File: src/mm2_pkg.sv
// shared types, constants and the microcode table of the murmur2 stream hash
package mm2_pkg;

   // hash constants
   localparam logic [31:0] MIX_MUL     = 32'h5bd1_e995;
   localparam int unsigned MIX_SHIFT   = 24;
   localparam int unsigned FIN_SHIFT_A = 13;
   localparam int unsigned FIN_SHIFT_B = 15;

   localparam logic [2:0]  FULL_COUNT  = 3'd4;

   // program step addresses
   typedef logic [2:0] step_type;
   localparam step_type STEP_WAIT = 3'd0;
   localparam step_type STEP_K1   = 3'd1;
   localparam step_type STEP_K2   = 3'd2;
   localparam step_type STEP_HMIX = 3'd3;
   localparam step_type STEP_FIN1 = 3'd4;
   localparam step_type STEP_FIN2 = 3'd5;
   localparam step_type STEP_TAIL = 3'd6;
   localparam step_type STEP_TMUL = 3'd7;

   // multiplier operand
   typedef enum logic [1:0] {
      SRC_WORD,
      SRC_KMIX,
      SRC_H,
      SRC_HFIN
   } mul_src_type;

   // where the product goes
   typedef enum logic [1:0] {
      DST_NONE,
      DST_K,
      DST_H,
      DST_HK
   } mul_dst_type;

   // condition that keeps the step counter in place
   typedef enum logic [1:0] {
      HOLD_NONE,
      HOLD_NOGO,
      HOLD_OUT_BUSY
   } hold_type;

   // condition for taking the jump target
   typedef enum logic [2:0] {
      JMP_NONE,
      JMP_ALWAYS,
      JMP_TAIL,
      JMP_NOT_LAST,
      JMP_ZERO_COUNT
   } jump_type;

   // one microcode word
   typedef struct packed {
      logic        accept;
      mul_src_type mul_src;
      mul_dst_type mul_dst;
      logic        tail_xor;
      logic        out_load;
      hold_type    hold;
      jump_type    jump;
      step_type    target;
   } ucode_type;

   // sequencer to datapath controls
   typedef struct packed {
      logic        accept;
      mul_src_type mul_src;
      mul_dst_type mul_dst;
      logic        tail_xor;
      logic        out_load;
   } ctrl_type;

   // datapath to sequencer flags
   typedef struct packed {
      logic go;
      logic tail;
      logic last;
      logic zero_count;
      logic out_busy;
   } status_type;

   // microcode table
   function automatic ucode_type ucode_rom(input step_type step);
      ucode_type w;
      begin
         w = '{accept: 1'b0, mul_src: SRC_WORD, mul_dst: DST_NONE, tail_xor: 1'b0,
               out_load: 1'b0, hold: HOLD_NONE, jump: JMP_NONE, target: STEP_WAIT};
         case (step)
            STEP_WAIT: begin
               w.accept = 1'b1;
               w.hold   = HOLD_NOGO;
            end
            STEP_K1: begin
               w.mul_src = SRC_WORD;
               w.mul_dst = DST_K;
               w.jump    = JMP_TAIL;
               w.target  = STEP_TAIL;
            end
            STEP_K2: begin
               w.mul_src = SRC_KMIX;
               w.mul_dst = DST_K;
            end
            STEP_HMIX: begin
               w.mul_src = SRC_H;
               w.mul_dst = DST_HK;
               w.jump    = JMP_NOT_LAST;
               w.target  = STEP_WAIT;
            end
            STEP_FIN1: begin
               w.mul_src = SRC_HFIN;
               w.mul_dst = DST_H;
            end
            STEP_FIN2: begin
               w.out_load = 1'b1;
               w.hold     = HOLD_OUT_BUSY;
               w.jump     = JMP_ALWAYS;
               w.target   = STEP_WAIT;
            end
            STEP_TAIL: begin
               w.tail_xor = 1'b1;
               w.jump     = JMP_ZERO_COUNT;
               w.target   = STEP_FIN1;
            end
            STEP_TMUL: begin
               w.mul_src = SRC_H;
               w.mul_dst = DST_H;
               w.jump    = JMP_ALWAYS;
               w.target  = STEP_FIN1;
            end
            default: begin
               w.jump   = JMP_ALWAYS;
               w.target = STEP_WAIT;
            end
         endcase
         return w;
      end
   endfunction

endpackage

File: src/mm2_seq.sv
// step counter and microcode sequencer of the murmur2 stream hash
module mm2_seq (
   input  logic               clock,
   input  logic               reset,
   input  mm2_pkg::status_type status,
   output mm2_pkg::ctrl_type   ctrl
);

   mm2_pkg::step_type  step_ff;
   mm2_pkg::step_type  step_in;
   mm2_pkg::ucode_type uword;
   logic               hold;
   logic               take;

   // fetch the control word of this step
   assign uword = mm2_pkg::ucode_rom(step_ff);

   // hold and jump conditions
   always_comb begin
      case (uword.hold)
         mm2_pkg::HOLD_NOGO:     hold = !status.go;
         mm2_pkg::HOLD_OUT_BUSY: hold = status.out_busy;
         default:                hold = 1'b0;
      endcase
      case (uword.jump)
         mm2_pkg::JMP_ALWAYS:     take = 1'b1;
         mm2_pkg::JMP_TAIL:       take = status.tail;
         mm2_pkg::JMP_NOT_LAST:   take = !status.last;
         mm2_pkg::JMP_ZERO_COUNT: take = status.zero_count;
         default:                 take = 1'b0;
      endcase
      if (hold) begin
         step_in = step_ff;
      end else if (take) begin
         step_in = uword.target;
      end else begin
         step_in = step_ff + 3'd1;
      end
   end

   // step counter
   always_ff @(posedge clock) begin
      if (reset) begin
         step_ff <= mm2_pkg::STEP_WAIT;
      end else begin
         step_ff <= step_in;
      end
   end

   // controls to the datapath, result load only when the slot is free
   always_comb begin
      ctrl.accept   = uword.accept;
      ctrl.mul_src  = uword.mul_src;
      ctrl.mul_dst  = uword.mul_dst;
      ctrl.tail_xor = uword.tail_xor;
      ctrl.out_load = uword.out_load && !status.out_busy;
   end

endmodule

File: src/mm2_datapath.sv
// registers, shared multiplier and result register of the murmur2 stream hash
module mm2_datapath (
   input  logic                clock,
   input  logic                reset,
   input  mm2_pkg::ctrl_type   ctrl,
   output mm2_pkg::status_type status,
   // seed write
   input  logic                csr_write,
   input  logic [31:0]         csr_seed,
   // request fields
   input  logic                req_valid,
   input  logic [31:0]         data_word,
   input  logic [2:0]          valid_bytes,
   input  logic                first_word,
   input  logic                last_word,
   input  logic [31:0]         total_length,
   // result
   input  logic                rsp_ready,
   output logic                rsp_valid,
   output logic [31:0]         hash_value
);

   logic [31:0] seed_ff;
   logic [31:0] h_ff;
   logic [31:0] h_in;
   logic [31:0] k_ff;
   logic [31:0] k_in;
   logic [31:0] word_ff;
   logic [2:0]  count_ff;
   logic        last_ff;
   logic        in_msg_ff;
   logic        in_msg_in;
   logic        rsp_valid_ff;
   logic [31:0] rsp_data_ff;
   logic        accepted;
   logic [2:0]  count_clamp;
   logic [31:0] mul_op;
   logic [31:0] mul_res;
   logic [31:0] tail_mask;

   assign accepted    = ctrl.accept && req_valid;
   assign count_clamp = (valid_bytes > mm2_pkg::FULL_COUNT) ? mm2_pkg::FULL_COUNT
                                                            : valid_bytes;

   // shared multiplier by the mixing constant
   always_comb begin
      case (ctrl.mul_src)
         mm2_pkg::SRC_WORD: mul_op = word_ff;
         mm2_pkg::SRC_KMIX: mul_op = k_ff ^ (k_ff >> mm2_pkg::MIX_SHIFT);
         mm2_pkg::SRC_H:    mul_op = h_ff;
         mm2_pkg::SRC_HFIN: mul_op = h_ff ^ (h_ff >> mm2_pkg::FIN_SHIFT_A);
         default:           mul_op = word_ff;
      endcase
   end
   assign mul_res = mul_op * mm2_pkg::MIX_MUL;

   // tail bytes that take part
   always_comb begin
      case (count_ff)
         3'd1:    tail_mask = 32'h0000_00ff;
         3'd2:    tail_mask = 32'h0000_ffff;
         3'd3:    tail_mask = 32'h00ff_ffff;
         default: tail_mask = '0;
      endcase
   end

   // next running hash and mixed word
   always_comb begin
      h_in      = h_ff;
      k_in      = k_ff;
      in_msg_in = in_msg_ff;
      if (accepted && first_word) begin
         h_in      = seed_ff ^ total_length;
         in_msg_in = 1'b1;
      end
      case (ctrl.mul_dst)
         mm2_pkg::DST_K:  k_in = mul_res;
         mm2_pkg::DST_H:  h_in = mul_res;
         mm2_pkg::DST_HK: h_in = mul_res ^ k_ff;
         default:         ;
      endcase
      if (ctrl.tail_xor) begin
         h_in = h_ff ^ (word_ff & tail_mask);
      end
      if (ctrl.out_load) begin
         in_msg_in = 1'b0;
      end
   end

   // control registers
   always_ff @(posedge clock) begin
      if (reset) begin
         seed_ff      <= '0;
         in_msg_ff    <= 1'b0;
         rsp_valid_ff <= 1'b0;
      end else begin
         if (csr_write) begin
            seed_ff <= csr_seed;
         end
         in_msg_ff <= in_msg_in;
         if (ctrl.out_load) begin
            rsp_valid_ff <= 1'b1;
         end else if (rsp_ready) begin
            rsp_valid_ff <= 1'b0;
         end
      end
   end

   // payload registers
   always_ff @(posedge clock) begin
      h_ff <= h_in;
      k_ff <= k_in;
      if (accepted) begin
         word_ff  <= data_word;
         count_ff <= count_clamp;
         last_ff  <= last_word;
      end
      if (ctrl.out_load) begin
         rsp_data_ff <= h_ff ^ (h_ff >> mm2_pkg::FIN_SHIFT_B);
      end
   end

   // flags to the sequencer
   always_comb begin
      status.go         = accepted && (first_word || in_msg_ff);
      status.tail       = (count_ff != mm2_pkg::FULL_COUNT);
      status.last       = last_ff;
      status.zero_count = (count_ff == 3'd0);
      status.out_busy   = rsp_valid_ff && !rsp_ready;
   end

   assign rsp_valid  = rsp_valid_ff;
   assign hash_value = rsp_data_ff;

endmodule

File: src/murmur2_stream_hash_top.sv
// Streaming 32-bit MurmurHash2. A message arrives as little-endian 32-bit
// words; the word marked by tuser starts it (hash = seed xor total length),
// tlast or a word with fewer than four valid bytes ends it, and the finalized
// hash comes out as one response. A small microcode program steps one shared
// 32x32 multiplier: a full word takes three dependent multiplies plus the
// accept step; a last word then runs the finalization steps, after a tail of
// one to three bytes, if any, is xored in and multiplied, and a finished hash
// waits while the response channel stalls. A word that arrives while no
// message is open and is not a first word is dropped. The user must write the
// seed through the csr channel only while no message is in flight; the block does not enforce it.
module murmur2_stream_hash_top (
   input  logic        clock,
   input  logic        reset,
   // seed register write
   input  logic        csr_valid,
   output logic        csr_ready,
   input  logic [31:0] csr_data,
   // message words
   input  logic        req_tvalid,
   output logic        req_tready,
   input  logic [71:0] req_tdata,  // data_word[31:0], valid_bytes[34:32],
                                   // total_length[66:35], zero fill
   input  logic        req_tuser,  // first_word
   input  logic        req_tlast,  // last_word
   // hash responses
   output logic        rsp_tvalid,
   input  logic        rsp_tready,
   output logic [31:0] rsp_tdata   // hash_value[31:0]
);

   mm2_pkg::ctrl_type   ctrl;
   mm2_pkg::status_type status;

   assign csr_ready  = 1'b1;
   assign req_tready = ctrl.accept;

   // microcode sequencer
   mm2_seq u_seq (
      .clock  (clock),
      .reset  (reset),
      .status (status),
      .ctrl   (ctrl)
   );

   // hash datapath
   mm2_datapath u_datapath (
      .clock        (clock),
      .reset        (reset),
      .ctrl         (ctrl),
      .status       (status),
      .csr_write    (csr_valid && csr_ready),
      .csr_seed     (csr_data),
      .req_valid    (req_tvalid),
      .data_word    (req_tdata[31:0]),
      .valid_bytes  (req_tdata[34:32]),
      .first_word   (req_tuser),
      .last_word    (req_tlast),
      .total_length (req_tdata[66:35]),
      .rsp_ready    (rsp_tready),
      .rsp_valid    (rsp_tvalid),
      .hash_value   (rsp_tdata)
   );

endmodule

File: config.mk
export PLATFORM = sky130hd
export DESIGN_NAME = murmur2_stream_hash_top
export DESIGN_NICKNAME = d
export VERILOG_FILES = /design/src/mm2_pkg.sv /design/src/mm2_seq.sv /design/src/mm2_datapath.sv /design/src/murmur2_stream_hash_top.sv
export SDC_FILE = /design/constraint.sdc
export NUM_CORES = 1
export LEC_CHECK = 0
export BUFFER_PORTS_ARGS = -buffer_cell sky130_fd_sc_hd__buf_4
export CORE_AREA = 2 2 198 200
export CTS_CLUSTER_DIAMETER = 100
export DETAILED_ROUTE_END_ITERATION = 12
export DIE_AREA = 0 0 200 202
export PLACE_DENSITY = 0.61
export SLEW_MARGIN = 20
export SYNTH_ARGS = -nofsm -noshare
export SYNTH_HDL_FRONTEND = slang
export SYNTH_SLANG_ARGS = --single-unit
File: constraint.sdc
create_clock -name clock -period 9.8 [get_ports clock]
set_input_delay 0.98 -clock clock [delete_from_list [all_inputs] [get_ports clock]]
set_output_delay 0.98 -clock clock [all_outputs]
set_load 0.03 [all_outputs]
# Yosys cells after proc, flatten, opt, wreduce, memory -nomap -nowiden
# Index checks and enable logic that the tools add are counted.
[word_totals]
latch_bits = 0
wordCells = 75
memories = 0
in_bits = 111
ff_bits = 169
mem_bits_rw = 0
romBits = 0
[op_classes]
n_addsub = 1
n_div = 0
n_bitwise = 7
muxes = 16
order_cmp = 1
shifts = 0
n_reduce_logical = 16
n_eq_ne = 23
multipliers = 1
[ops]
columns = ["cell", "n"]
rows = [
  ["32-bit one-hot mux with 4 select lines", 1],
  ["32-bit XOR", 3],
  ["24-bit one-hot mux with 3 select lines", 1],
  ["32-bit two-way mux", 2],
  ["32-bit one-hot mux with 2 select lines", 1],
  ["32-bit by 24-bit AND with 32-bit output", 1],
  ["32-bit by 31-bit multiplier with 32-bit output, second input constant", 1],
  ["32-bit by 17-bit XOR with 32-bit output", 1],
  ["32-bit by 19-bit XOR with 32-bit output", 1],
  ["32-bit by 8-bit XOR with 32-bit output", 1],
  ["6-bit one-hot mux with 5 select lines", 1],
  ["4-bit one-hot mux with 5 select lines", 1],
  ["3-bit by 2-bit equality test with 1-bit output, second input constant", 6],
  ["3-bit equality test, second input constant", 5],
  ["2-bit equality test, second input constant", 5],
  ["3-bit by 1-bit equality test with 1-bit output, second input constant", 3],
  ["2-bit by 1-bit equality test with 1-bit output, second input constant", 3],
  ["3-bit logical NOT", 2],
  ["1-bit logical AND", 5],
  ["1-bit two-way mux", 5],
  ["1-bit logical NOT", 4],
  ["1-bit one-hot mux with 4 select lines", 1],
  ["2-bit one-hot mux with 2 select lines", 1],
  ["4-bit nonzero test", 1],
  ["other kinds (9)", 9],
]

# Logic depth before layout (Yosys ltp)
[depth]
word_depth = 8
ltp_mapped = 38
depth_no_buf = 35

# Hierarchy
# Synthesis repeated with hierarchy kept, for this count alone.
[unflattened]
hier_cells = 1694
area_unflattened_um2 = 17419.2
[by_module_without_submodules]
columns = ["module", "cells_each", "area_each_um2", "instances"]
rows = [
  ["mm2_datapath", 1647, 17021.3, 1],
  ["mm2_seq", 45, 386.6, 1],
  ["murmur2_stream_hash_top", 2, 11.3, 1],
]

# Worst setup path before layout
# OpenSTA, ideal clock, no wires.
[synth_timing]
path_type = "reg-to-reg"
start = "register u_seq.step_ff[2]"
end = "register u_datapath.h_ff[31], data pin"
slack_ns = 1.216
path_buffers = 4
setup_time_ns = 0.270
t_required_ns = 9.530
arrival_time_ns = 8.314
stages_incl_launch_ff = 34
synth_period_minus_slack_ns = 8.584
path_cell_list = "dfxtp_1 clkbuf_1 inv_1 ha_1 a211o_1 buf_2 clkbuf_1 buf_1 o22ai_1 a21oi_1 fa_1 ha_1 inv_1 fa_1 fa_1 inv_1 fa_1 fa_1 fa_1 inv_1 fa_1 inv_1 ha_1 a21o_1 a211oi_1 nor2_1 o21ai_0 nand2b_1 a21oi_1 o21ai_0 a21oi_1 xor2_1 xor2_1 a21oi_1"
[synth_between]
elab_chain_cells = 8
word_cells_on_any_way = 19
classes_between = "mul (1); eq/ne (11); mux (5); bitwise (1); reduce/logical (1)"
[synth_rtl]
columns = ["item", "line", "rtl"]
rows = [
  ["start, declared", "mm2_seq.sv:9", "mm2_pkg::step_type step_ff;"],
  ["start signal, assigned", "mm2_seq.sv:44", "step_ff <= mm2_pkg::STEP_WAIT;"],
  ["start signal, assigned", "mm2_seq.sv:46", "step_ff <= step_in;"],
  ["3-bit equality test, or another cell as far along", "mm2_pkg.sv:91", "case (step)"],
  ["4-bit one-hot mux with 5 select lines (*)", "mm2_pkg.sv:91", ""],
  ["2-bit equality test, or another cell as far along", "mm2_datapath.sv:47", "case (ctrl.mul_src)"],
  ["32-bit one-hot mux with 4 select lines (*)", "mm2_datapath.sv:47", ""],
  ["32-bit by 31-bit multiplier with 32-bit output (*)", "mm2_datapath.sv:55", "assign mul_res = mul_op * mm2_pkg::MIX_MUL;"],
  ["named net u_datapath.mul_res[31]", "mm2_datapath.sv:38", "logic [31:0] mul_res;"],
  ["32-bit XOR", "mm2_datapath.sv:79", "mm2_pkg::DST_HK: h_in = mul_res ^ k_ff;"],
  ["32-bit one-hot mux with 2 select lines (*)", "mm2_datapath.sv:76", "case (ctrl.mul_dst)"],
  ["32-bit two-way mux (*)", "mm2_datapath.sv:82", "if (ctrl.tail_xor) begin"],
  ["named net u_datapath.h_in[31]", "mm2_datapath.sv:25", "logic [31:0] h_in;"],
  ["end signal, assigned", "mm2_datapath.sv:111", "h_ff <= h_in;"],
  ["end, declared", "mm2_datapath.sv:24", "logic [31:0] h_ff;"],
]
# Mark *: on every way through the listed nets, which the timed path passes. The rest lies on a longest branch.
# A chain may end at the register's enable or synchronous reset.

# Final worst setup path
[layout_timing]
start = "register u_seq.step_ff[1]"
end = "register u_datapath.h_ff[31], data pin"
# The elaborated chain is that of the path after synthesis.

==> results.sh <==
export IMPL_drive_above_1_share_pct=12.2
export IMPL_path_delay_family="adder cells"
export IMPL_dp_hpwl_mm=37.8
export IMPL_drv_slew=0
export IMPL_synth_edff_count=132
export IMPL_start_util_pct=44.6
export IMPL_port_buffers=139
export IMPL_final_common_cell="inv_1"
export IMPL_grt_pass1_vias=12526
export IMPL_clock_latency_ns=0.44
export IMPL_syn_nets=2185
export IMPL_hp_start="u_datapath.in_msg_ff"
export IMPL_cts_tree="done"
export IMPL_timing_rr_end="u_datapath.h_ff[31]"
export IMPL_htreeDepth=4
export IMPL_fin_worst_skew_ns=0.0120
export IMPL_grt_pass1_wl_mm=73.1
export IMPL_seq_area_sq_um=4710
export IMPL_tightest_slew_ns=0.919
export IMPL_synth_xor_area_share_pct=9.69
export IMPL_synth_simple_gate_area_share_pct=5.76
export IMPL_synthTopCellsByArea="edfxtp_1 23%, fa_1 21%, ha_1 16%"
export IMPL_grt_overflow=0
export IMPL_ys_seq_area_share_pct=27.5
export IMPL_fin_crit_sh_pct=94.9
export IMPL_ys_seq_elements=169
export IMPL_drc=0
export IMPL_cts_setup_buffers=0
export IMPL_ant_nets=0
export IMPL_r2r_start="u_seq.step_ff[1]"
export IMPL_synth_cells=1670
export IMPL_firstDrtPassIters=5
export IMPL_clk_root_buffer_cell="clkbuf_16"
export IMPL_min_period_ns=9.30
export IMPL_outcome="finished clean"
export IMPL_place_congestion=0.890
export IMPL_min_path_type="register to register"
export IMPL_io_pins=146
export IMPL_slowest_delay_ns=0.58
export IMPL_post_route_util_pct=51.0
export IMPL_wire_per_inst_um=20.0
export IMPL_async_flop_share_pct=0
export IMPL_design_core_area_sq_um=38300
export IMPL_setup_violations_final=0
export IMPL_vias=12022
export IMPL_yosysTopAreaCell="edfxtp_1"
export IMPL_worst_hold_path_endpoint="u_datapath.in_msg_ff"
export IMPL_die_height_um=202
export IMPL_fin_nets=2334
export IMPL_cp_max_fo=9
export IMPL_synth_top_family_by_area="adder cells"
export IMPL_synth_top_area_share_pct=23.2
export IMPL_cts_max_path_buffers=2
export IMPL_hold_buffers=0
export IMPL_hold_viol_final=0
export IMPL_antenna_cells=0
export IMPL_drt_iter0_markers=997
export IMPL_grt_max_degree=54
export IMPL_antenna_found_initial=0
export IMPL_multiInputGateArea_sq_um=10800
export IMPL_avgSynthCellArea_sq_um=10.2
export IMPL_die_x_um=200
export IMPL_cts_buffers=17
export IMPL_startpoint_type="register"
export IMPL_grt_usage_pct=24.3
export IMPL_rsz0062_at_grt="no"
export IMPL_cts_resized=0
export IMPL_slew_headroom_pct=38.5
export IMPL_cp_num_buf_inv=6
export IMPL_r2r_cells=31
export IMPL_clock_sinks=169
export IMPL_yosys_area_share_adder_pct=37.5
export IMPL_hold_path_depth=2
export IMPL_drv_cap=0
export IMPL_critPathCaptureType="register"
export IMPL_reg2reg_slack_ns=0.50
export IMPL_synth_ff_type="edfxtp_1"
export IMPL_netlist_cell_type_count=52
export IMPL_die_area_sq_um=40400
export IMPL_tns_ns=0
export IMPL_vias_per_cell=5.12
export IMPL_cp_slowest_cell="fa_1"
export IMPL_crit_arrival_ns=9.47
export IMPL_fillers=3490
export IMPL_synth_compound_area_share_pct=7.93
export IMPL_critical_path_class="register to register"
export IMPL_fp_row_count=72
export IMPL_layout_common_cells="372 x inv_1, 223 x ha_1, 181 x fa_1"
export IMPL_cp_required_ns=9.98
export IMPL_synth_area_mux_share_pct=2.17
export IMPL_netlist_area_sq_um=17100
export IMPL_cts_reportedPaths_clkPinSlew_ns=0.07
export IMPL_wl_mm=46.9
export IMPL_clock_fmax_ghz=0.108
export IMPL_syn_to_final_growth_pct=14.3
export IMPL_yosys_warnings=0
## worst max-delay path by stage
stage / startpoint / endpoint / slack [ns] / depth (start not counted)
after floorplan: u_seq.step_ff[2] / u_datapath.h_ff[31] / 1.22 / 33
after global placement: u_seq.step_ff[2] / u_datapath.h_ff[31] / 0.26 / 30
after detailed placement: u_seq.step_ff[2] / u_datapath.h_ff[31] / 0.18 / 30
after CTS: u_seq.step_ff[2] / u_datapath.h_ff[31] / 0.16 / 30
after global routing: u_seq.step_ff[1] / u_datapath.h_ff[31] / 0.05 / 31
final: u_seq.step_ff[1] / u_datapath.h_ff[31] / 0.50 / 31
## stage by stage
stage	setup slack, ns	area (sq um)	std cells	hold WS [ns]
after floorplan	1.22	17100	1670	0.481
after global placement	0.263	18900	2318	0.493
after detailed placement	0.180	18900	2318	0.495
after CTS	0.161	19500	2349	0.508
after global routing	0.0504	19500	2349	0.539
final	0.503	19500	2349	0.504
## cells by family (layout without fill, tap and decap cells)
group / Yosys count / in the layout
AOI/OAI and AO/OA: 215 / 215
xor gates and xnor gates: 189 / 189
DFF: 169 / 169
and+or+nand+nor: 235 / 235
muxes: 37 / 37
adders and majority gates: 404 / 404
other: 1 / 1
buffers and inverters: 420 / 581
## synth_stat cells, types with 12 or more instances
library cell / instances
inv_1: 372
ha_1: 223
fa_1: 181
edfxtp_1: 132
nand2_1: 105
xnor2_1: 100
xor2_1: 89
nor2_1: 81
a21oi_1: 64
o21ai_0: 41
dfxtp_1: 37
mux2i_1: 36
clkbuf_1: 34
o22ai_1: 27
o211ai_1: 15
a211oi_1: 12
a21o_1: 12
## layout make-up
| cell class | instances | share of cell area (%) |
|---|---|---|
| Multi-Input combinational cell | 1081 | 55.4 |
| Sequential cell | 169 | 24.1 |
| Inverter | 372 | 7.15 |
| Timing Repair Buffer | 178 | 6.91 |
| Tap cell | 518 | 3.32 |
| Clock buffer | 18 | 2.25 |
| Clock inverter | 13 | 0.916 |
## routing by layer
layer | wire length [um] | vias up | part of all wire (%) | GRT usage (%)
met5 | 0 | - | 0 | 0
li1 | - | 5658 | - | -
met2 | 22700 | 357 | 48 | 41.0
met1 | 20600 | 5956 | 44 | 33.2
met3 | 2730 | 51 | 5.8 | 3.34
met4 | 811 | 0 | 1.7 | 5.13
## flip-flops by register name (all words and copies together) (netlist names)
register,flops
u_datapath.h_ff,32
u_datapath.hash_value,32
u_datapath.k_ff,32
u_datapath.seed_ff,32
u_datapath.word_ff,32
u_datapath.count_ff,3
u_seq.step_ff,3
u_datapath.in_msg_ff,1
u_datapath.last_ff,1
u_datapath.rsp_valid,1
## worst min-delay path, delay by kind of cell, from the launching register on
family	cells	cell delay (ns)
AOI/OAI and AO/OA	1	0.11
and+or+nand+nor	1	0.05
DFF	1	0.31
Power is not shown: default switching activity piles up to over one toggle a cycle in this logic, so the estimate is an artifact.
